===== src/hdl/rpnh_pkg.sv =====
// Shared widths, register indexes and status types for the ray polygon nearest hit unit.
// No dependencies.
`default_nettype none
package rpnh_pkg;

  localparam int CoordW = 32;
  localparam int DirW   = 16;
  localparam int DiffW  = 33;
  localparam int DetW   = 50;
  localparam int NtW    = 67;
  localparam int DivW   = 82;
  localparam int DistW  = 32;
  localparam int CfgIdxW = 8;
  localparam int CountW = 9;
  localparam int TShift = 14;

  localparam logic [CfgIdxW-1:0] CfgVertexCount  = 8'd0;
  localparam logic [CfgIdxW-1:0] CfgParThreshold = 8'd1;
  localparam logic [CfgIdxW-1:0] CfgMinDistance  = 8'd2;
  localparam logic [CfgIdxW-1:0] CfgDefDistance  = 8'd3;

  localparam logic [DistW-1:0] MinDistReset = 32'd10;
  localparam logic [DistW-1:0] DefDistReset = 32'd500000;

  typedef struct packed {
    logic done;
    logic sat;
    logic rem_nz;
  } div_status_t;

  typedef struct packed {
    logic valid;
    logic pass;
  } edge_status_t;

endpackage
`default_nettype wire


===== src/hdl/rpnh_divider.sv =====
// Restoring divider, one quotient bit per cycle, with saturation and remainder flag.
// Depends on rpnh_pkg.
`default_nettype none
module rpnh_divider (
  input  wire logic                         clk_i,
  input  wire logic                         rst_ni,
  input  wire logic                         start_i,
  input  wire logic [rpnh_pkg::DivW-1:0]    num_i,
  input  wire logic [rpnh_pkg::DetW-1:0]    den_i,
  output rpnh_pkg::div_status_t             status_o,
  output logic      [rpnh_pkg::DistW-1:0]   quot_o
);
  import rpnh_pkg::*;

  localparam int StepW = $clog2(DistW + 1);

  logic             busy_q, done_q, sat_q;
  logic [StepW-1:0] step_q;
  logic [DivW-1:0]  rem_q, den_q;
  logic             ge;

  assign ge = rem_q >= den_q;

  always_ff @(posedge clk_i or negedge rst_ni) begin
    if (!rst_ni) begin
      busy_q <= 1'b0;
      done_q <= 1'b0;
    end else begin
      done_q <= 1'b0;
      if (start_i) begin
        busy_q <= 1'b1;
      end else if (busy_q && ((step_q == StepW'(DistW) && ge) || step_q == '0)) begin
        busy_q <= 1'b0;
        done_q <= 1'b1;
      end
    end
  end

  always_ff @(posedge clk_i) begin
    if (start_i) begin
      rem_q  <= num_i;
      den_q  <= DivW'(den_i) << DistW;
      step_q <= StepW'(DistW);
      sat_q  <= 1'b0;
      quot_o <= '0;
    end else if (busy_q) begin
      den_q <= den_q >> 1;
      if (step_q == StepW'(DistW)) begin
        sat_q <= ge;
        if (ge) quot_o <= '1;
      end else begin
        quot_o <= {quot_o[DistW-2:0], ge};
        if (ge) rem_q <= rem_q - den_q;
      end
      if (step_q != '0) step_q <= step_q - 1'b1;
    end
  end

  assign status_o.done   = done_q;
  assign status_o.sat    = sat_q;
  assign status_o.rem_nz = (rem_q != '0);

endmodule
`default_nettype wire


===== config.mk =====
export PLATFORM = sky130hd
export DESIGN_NAME = rpnh_divider
export DESIGN_NICKNAME = d
export VERILOG_FILES = /design/src/hdl/rpnh_pkg.sv /design/src/hdl/rpnh_divider.sv
export SDC_FILE = /design/constraint.sdc
export NUM_CORES = 1
export LEC_CHECK = 0
export ABC_AREA = 1
export BUFFER_PORTS_ARGS = -buffer_cell sky130_fd_sc_hd__buf_4
export CAP_MARGIN = 20
export CORE_MARGIN = 10
export CORE_UTILIZATION = 45
export CTS_CLUSTER_SIZE = 16
export DETAILED_ROUTE_END_ITERATION = 8
export PLACE_DENSITY = 0.63
export SYNTH_ARGS = -nofsm -noshare
export SYNTH_HDL_FRONTEND = slang
export SYNTH_SLANG_ARGS = --single-unit

===== constraint.sdc =====
create_clock -name clk_i -period 21.7 [get_ports clk_i]
set_input_delay 2.17 -clock clk_i [delete_from_list [all_inputs] [get_ports clk_i]]
set_output_delay 2.17 -clock clk_i [all_outputs]
set_load 0.05 [all_outputs]

==> results.md <==
- The run finished with clean final reports.
- The worst-path maximum fanout is 2.
- The max-slew violation count is 0.
- The critical path is of the register to output pin type.
- The share of synthesized flip-flops with an asynchronous set or reset is 0.976%.
- Dividing the synthesized area by the synthesized cell count gives 6.78 um2.
- The worst clock skew on the final layout is ~17 ps.
- Static timing analysis puts the maximum clock frequency at 198 MHz.
- The number of iterations in the first detailed-routing pass is 7.
- The number of clock sinks is around 200.
- The worst path uses 23.3% of the clock period.
- Setup slack on the worst reg-to-reg path comes out at 18140 ps.
- The number of nets in the layout is approximately 2700.
- The cell area after synthesis is between 15000 and 20000 um2.
- The count of final setup violators is 0.
- The leakage power summed over all cells is 8.67 nW.
- The weighted congestion reported at the end of routability-driven placement is about 0.97.
- The tightest hold path in the finished design has a slack of 472 ps.
- Across the VDD grid, the largest voltage drop is 0.159 mV.
- The power per cell area is 173 nW/um2.
- The worst hold path passes through 2 cells.
- In the final routed layout, each cell accounts on average for between 15 and 20 um.
- The via count of the first global-routing pass is 15100.
- Of the cells placed in the final design, the portion with a size suffix greater than 1 is 13.5%.
- The data arrival time of the worst path is 2880 ps.
- The die footprint is 43300 um2.
- For the worst setup path, the data required time is just under 20000 ps.
- The clock-pin slew on the worst setup and hold paths is 60 ps.
- In this run the critical register-to-register path is captured at rem_q[38]$_DFFE_PP_.
- The cell count after synthesis is ~2300.
- From synthesis to final layout, the design area changed by 15.3%.
- The total number of vias is 15300.
- The depth of the worst register-to-register path is 15.
- The maximum count of clock buffers along a single path is 3.
- Grouping stages by cell kind, the critical path spends the most delay in simple AND/OR/NAND/NOR gates.
- The horizontal extent of the die is 208 um.
- The class of the tightest hold or removal check is register to register.
- The delay of the slowest cell on the worst path is 780 ps.
- The cell seen most often among critical-path stages is sky130_fd_sc_hd__nor4_1.
- Entering global routing, the biggest net connects 102 pins.
- Summing all multi-input logic gate instances after layout gives roughly 9000 um2.
- The CTS buffer count is 23.
- The final routed DRC violation total is 0.
- In the final layout, flip-flops and latches occupy between 5000 and 6000 um2.
- The commonest register cell after synthesis is sky130_fd_sc_hd__edfxtp_1.
- The startpoint of the most critical register-to-register path is rem_q[16]$_DFFE_PP_.
- The worst-case hold path end point is step_q[0]$_SDFFE_PP0P_.
- Counting I/O delays and the setup requirement, the final critical path takes 5050 ps.
- The number of rows created at floorplan is 68.
- The number of buffer cells added on primary ports is 169.
- The synthesis-stage register bit count is about 200.
- The number of antenna violations at the first check in global routing is 0.
- Sequential cells were found to cover between 30% and 40% of the synthesized design area.
- The utilization after layout is 52.9%.
- Setup total negative slack on the finished layout was measured at 0 ps.
- The slew at the pin with the worst max-slew slack is 915 ps.
- Counting flops with a built-in enable in the synthesized netlist gives roughly 130.
- The first-iteration detailed-routing DRC count is 1077.
- The count of nets left with antenna violations once routing finished came out at 0.
- The root buffer selected by CTS is sky130_fd_sc_hd__clkbuf_16.
- The global-route wire length before repair is 85.4 mm.
- The number of unique standard cell types used by synthesis is 45.
- Setup repair after global routing left no endpoint under its margin.
- Across the run, the number of max-cap violations was 0.
- The number of gates resized after CTS is 0.
- After detailed routing, the total wire length is around 55 mm.
- The worst pin sits at a relative slew slack of 38.9%.
- The clock latency at the later pin of the worst-skew pair is 540 ps.
- In this run the most critical hold path is launched from step_q[0]$_SDFFE_PP0P_.
- The layout has ~3600 filler cells.
- The repair_antennas step left the layout with diodes totalling 0.
- The Yosys warning count is 0.
- The average vias per placed instance is approximately 5.2.
- The kind of launch point of the worst setup path is a register.
- The core footprint is 34700 um2.
- After clock tree synthesis, the flow added hold-fix buffers numbering 0.
- The chip height is about 210 um.
- Together, buffers and inverters on the worst path number 1.
- The number of failing hold endpoints at the final stage was 0.
- Among all stages on the critical path, the largest delay is contributed by sky130_fd_sc_hd__nor4_1.
- The critical path capture point type is an output pin.
- The number of top-level design ports is 170.
- TritonCTS built the clock tree.
- The initial core utilization is between 40% and 50%.
- The total overflow left after global routing is 0.
- The global router's overall resource usage is 24.6%.
- The critical path goes through nor4_1, nand4_1, nor4_1, nand2_1, buf_4.
- The HPWL after detailed placement is 45.6 mm.
- Once the clock tree was built, the setup fixing pass inserted 0 buffers.
- The number of H-tree branching levels is 1.
- The net count after synthesis is 2568.
## per-stage QoR
stage / setup slack [ps] / cell area [um2] / power [mW] / std cells
after floorplan: 13680 / 15900 / 2.17 / 2348
after global routing: 16620 / 18400 / 3.44 / 2973
after detailed placement: 16990 / 17600 / 2.77 / 2930
final: 16650 / 18400 / 3.17 / 2973
after global placement: 17110 / 17600 / 2.74 / 2930
after CTS: 16690 / 18300 / 3.16 / 2971
## final cells by class
cell class              instances  share of cell area, %
multi-input cells            1702                   47.8
flip-flops and latches        205                   29.6
inverters                     394                   8.06
repair buffers                176                   7.38
clock buffers                  34                   3.69
well taps                     455                   3.10
clock inverters                 7                  0.348
## worst max-delay path by stage
stage,from,endpoint,slack (ps),cells after the start
detailed placement,start_i,den_q[44]$_DFFE_PP_,16990,4
floorplan,rem_q[0]$_DFFE_PP_,rem_q[0]$_DFFE_PP_,13680,12
global route,rem_q[48]$_DFFE_PP_,status_o[0],16620,5
finish,rem_q[12]$_DFFE_PP_,status_o[0],16650,5
CTS,rem_q[12]$_DFFE_PP_,status_o[0],16690,5
global placement,start_i,den_q[44]$_DFFE_PP_,17110,4
## synth_stat cells, drive strengths merged (22+ instances only)
cell / count / area, um2
nand3: 109 / 566
nor2: 224 / 962
clkbuf: 41 / 154
nand2: 775 / 2970
o21ai: 169 / 853
a21oi: 161 / 1150
dfxtp: 71 / 1420
nor4: 22 / 138
or2: 25 / 156
edfxtp: 132 / 3960
o22ai: 31 / 194
inv: 392 / 1470
ha: 84 / 1050
## tightest hold or removal path, cell delays in order (launching register included)
cell and delay (ps):
sky130_fd_sc_hd__dfxtp_1 310, sky130_fd_sc_hd__nand2_1 60, sky130_fd_sc_hd__a21oi_1 60
## per-layer routing
metal	track usage (%)	vias to the layer above	wire length, um
li1	-	7856	-
met1	34.1	7053	26300
met2	38.8	378	24200
met3	4.15	58	3420
met4	6.28	0	1290
met5	0	-	0
## kinds of logic (layout without fill, tap and decap cells)
group	after synthesis	in the layout	share of synthesized area, %
adders and majority gates	85	85	6.73
AOI/OAI and AO/OA	392	392	15.2
DFF	205	205	34.2
and+or+nand+nor	1215	1215	32.6
buffers and inverters	441	611	10.8
xor gates and xnor gates	10	10	0.550
## state kept, by name, indices dropped and copies added, names as in the netlist
name	cells
busy_q	1
den_q	82
done_q	1
quot_o	32
rem_q	82
sat_q	1
step_q	6
## report_power, final
part | internal [mW] | switching [mW] | total, mW
Sequential | 0.620 | 0.0847 | 0.704
Combinational | 0.625 | 1.46 | 2.08
Clock | 0.227 | 0.159 | 0.386
Total | 1.47 | 1.70 | 3.17
## cells in the final DEF (no fill, tap or decap), types with 2 or more instances in the layout
cell	count
sky130_fd_sc_hd__or2_1	2
sky130_fd_sc_hd__nor4_1	22
sky130_fd_sc_hd__nand3_1	105
sky130_fd_sc_hd__dfxtp_1	71
sky130_fd_sc_hd__a21oi_1	130
sky130_fd_sc_hd__a21boi_0	5
sky130_fd_sc_hd__a21oi_4	30
sky130_fd_sc_hd__inv_1	374
sky130_fd_sc_hd__o22ai_1	31
sky130_fd_sc_hd__clkbuf_16	23
sky130_fd_sc_hd__edfxtp_1	132
sky130_fd_sc_hd__clkinv_2	5
sky130_fd_sc_hd__ha_1	84
sky130_fd_sc_hd__or2_2	23
sky130_fd_sc_hd__nand2_2	20
sky130_fd_sc_hd__nand3_2	4
sky130_fd_sc_hd__dfrtp_1	2
sky130_fd_sc_hd__clkbuf_1	5
sky130_fd_sc_hd__nand3b_1	21
sky130_fd_sc_hd__o31ai_1	5
sky130_fd_sc_hd__o21ai_2	2
sky130_fd_sc_hd__clkbuf_8	6
sky130_fd_sc_hd__nor2_4	9
sky130_fd_sc_hd__nand4_1	16
sky130_fd_sc_hd__buf_4	174
sky130_fd_sc_hd__o21bai_1	14
sky130_fd_sc_hd__nand2_1	753
sky130_fd_sc_hd__nand2_4	2
sky130_fd_sc_hd__nor3_1	20
sky130_fd_sc_hd__nor2_2	15
sky130_fd_sc_hd__a21o_1	2
sky130_fd_sc_hd__o21ai_0	165
sky130_fd_sc_hd__xnor2_1	9
sky130_fd_sc_hd__nor2_1	199
sky130_fd_sc_hd__inv_2	19
sky130_fd_sc_hd__o21a_1	4
(Power assumes the default switching activity.)
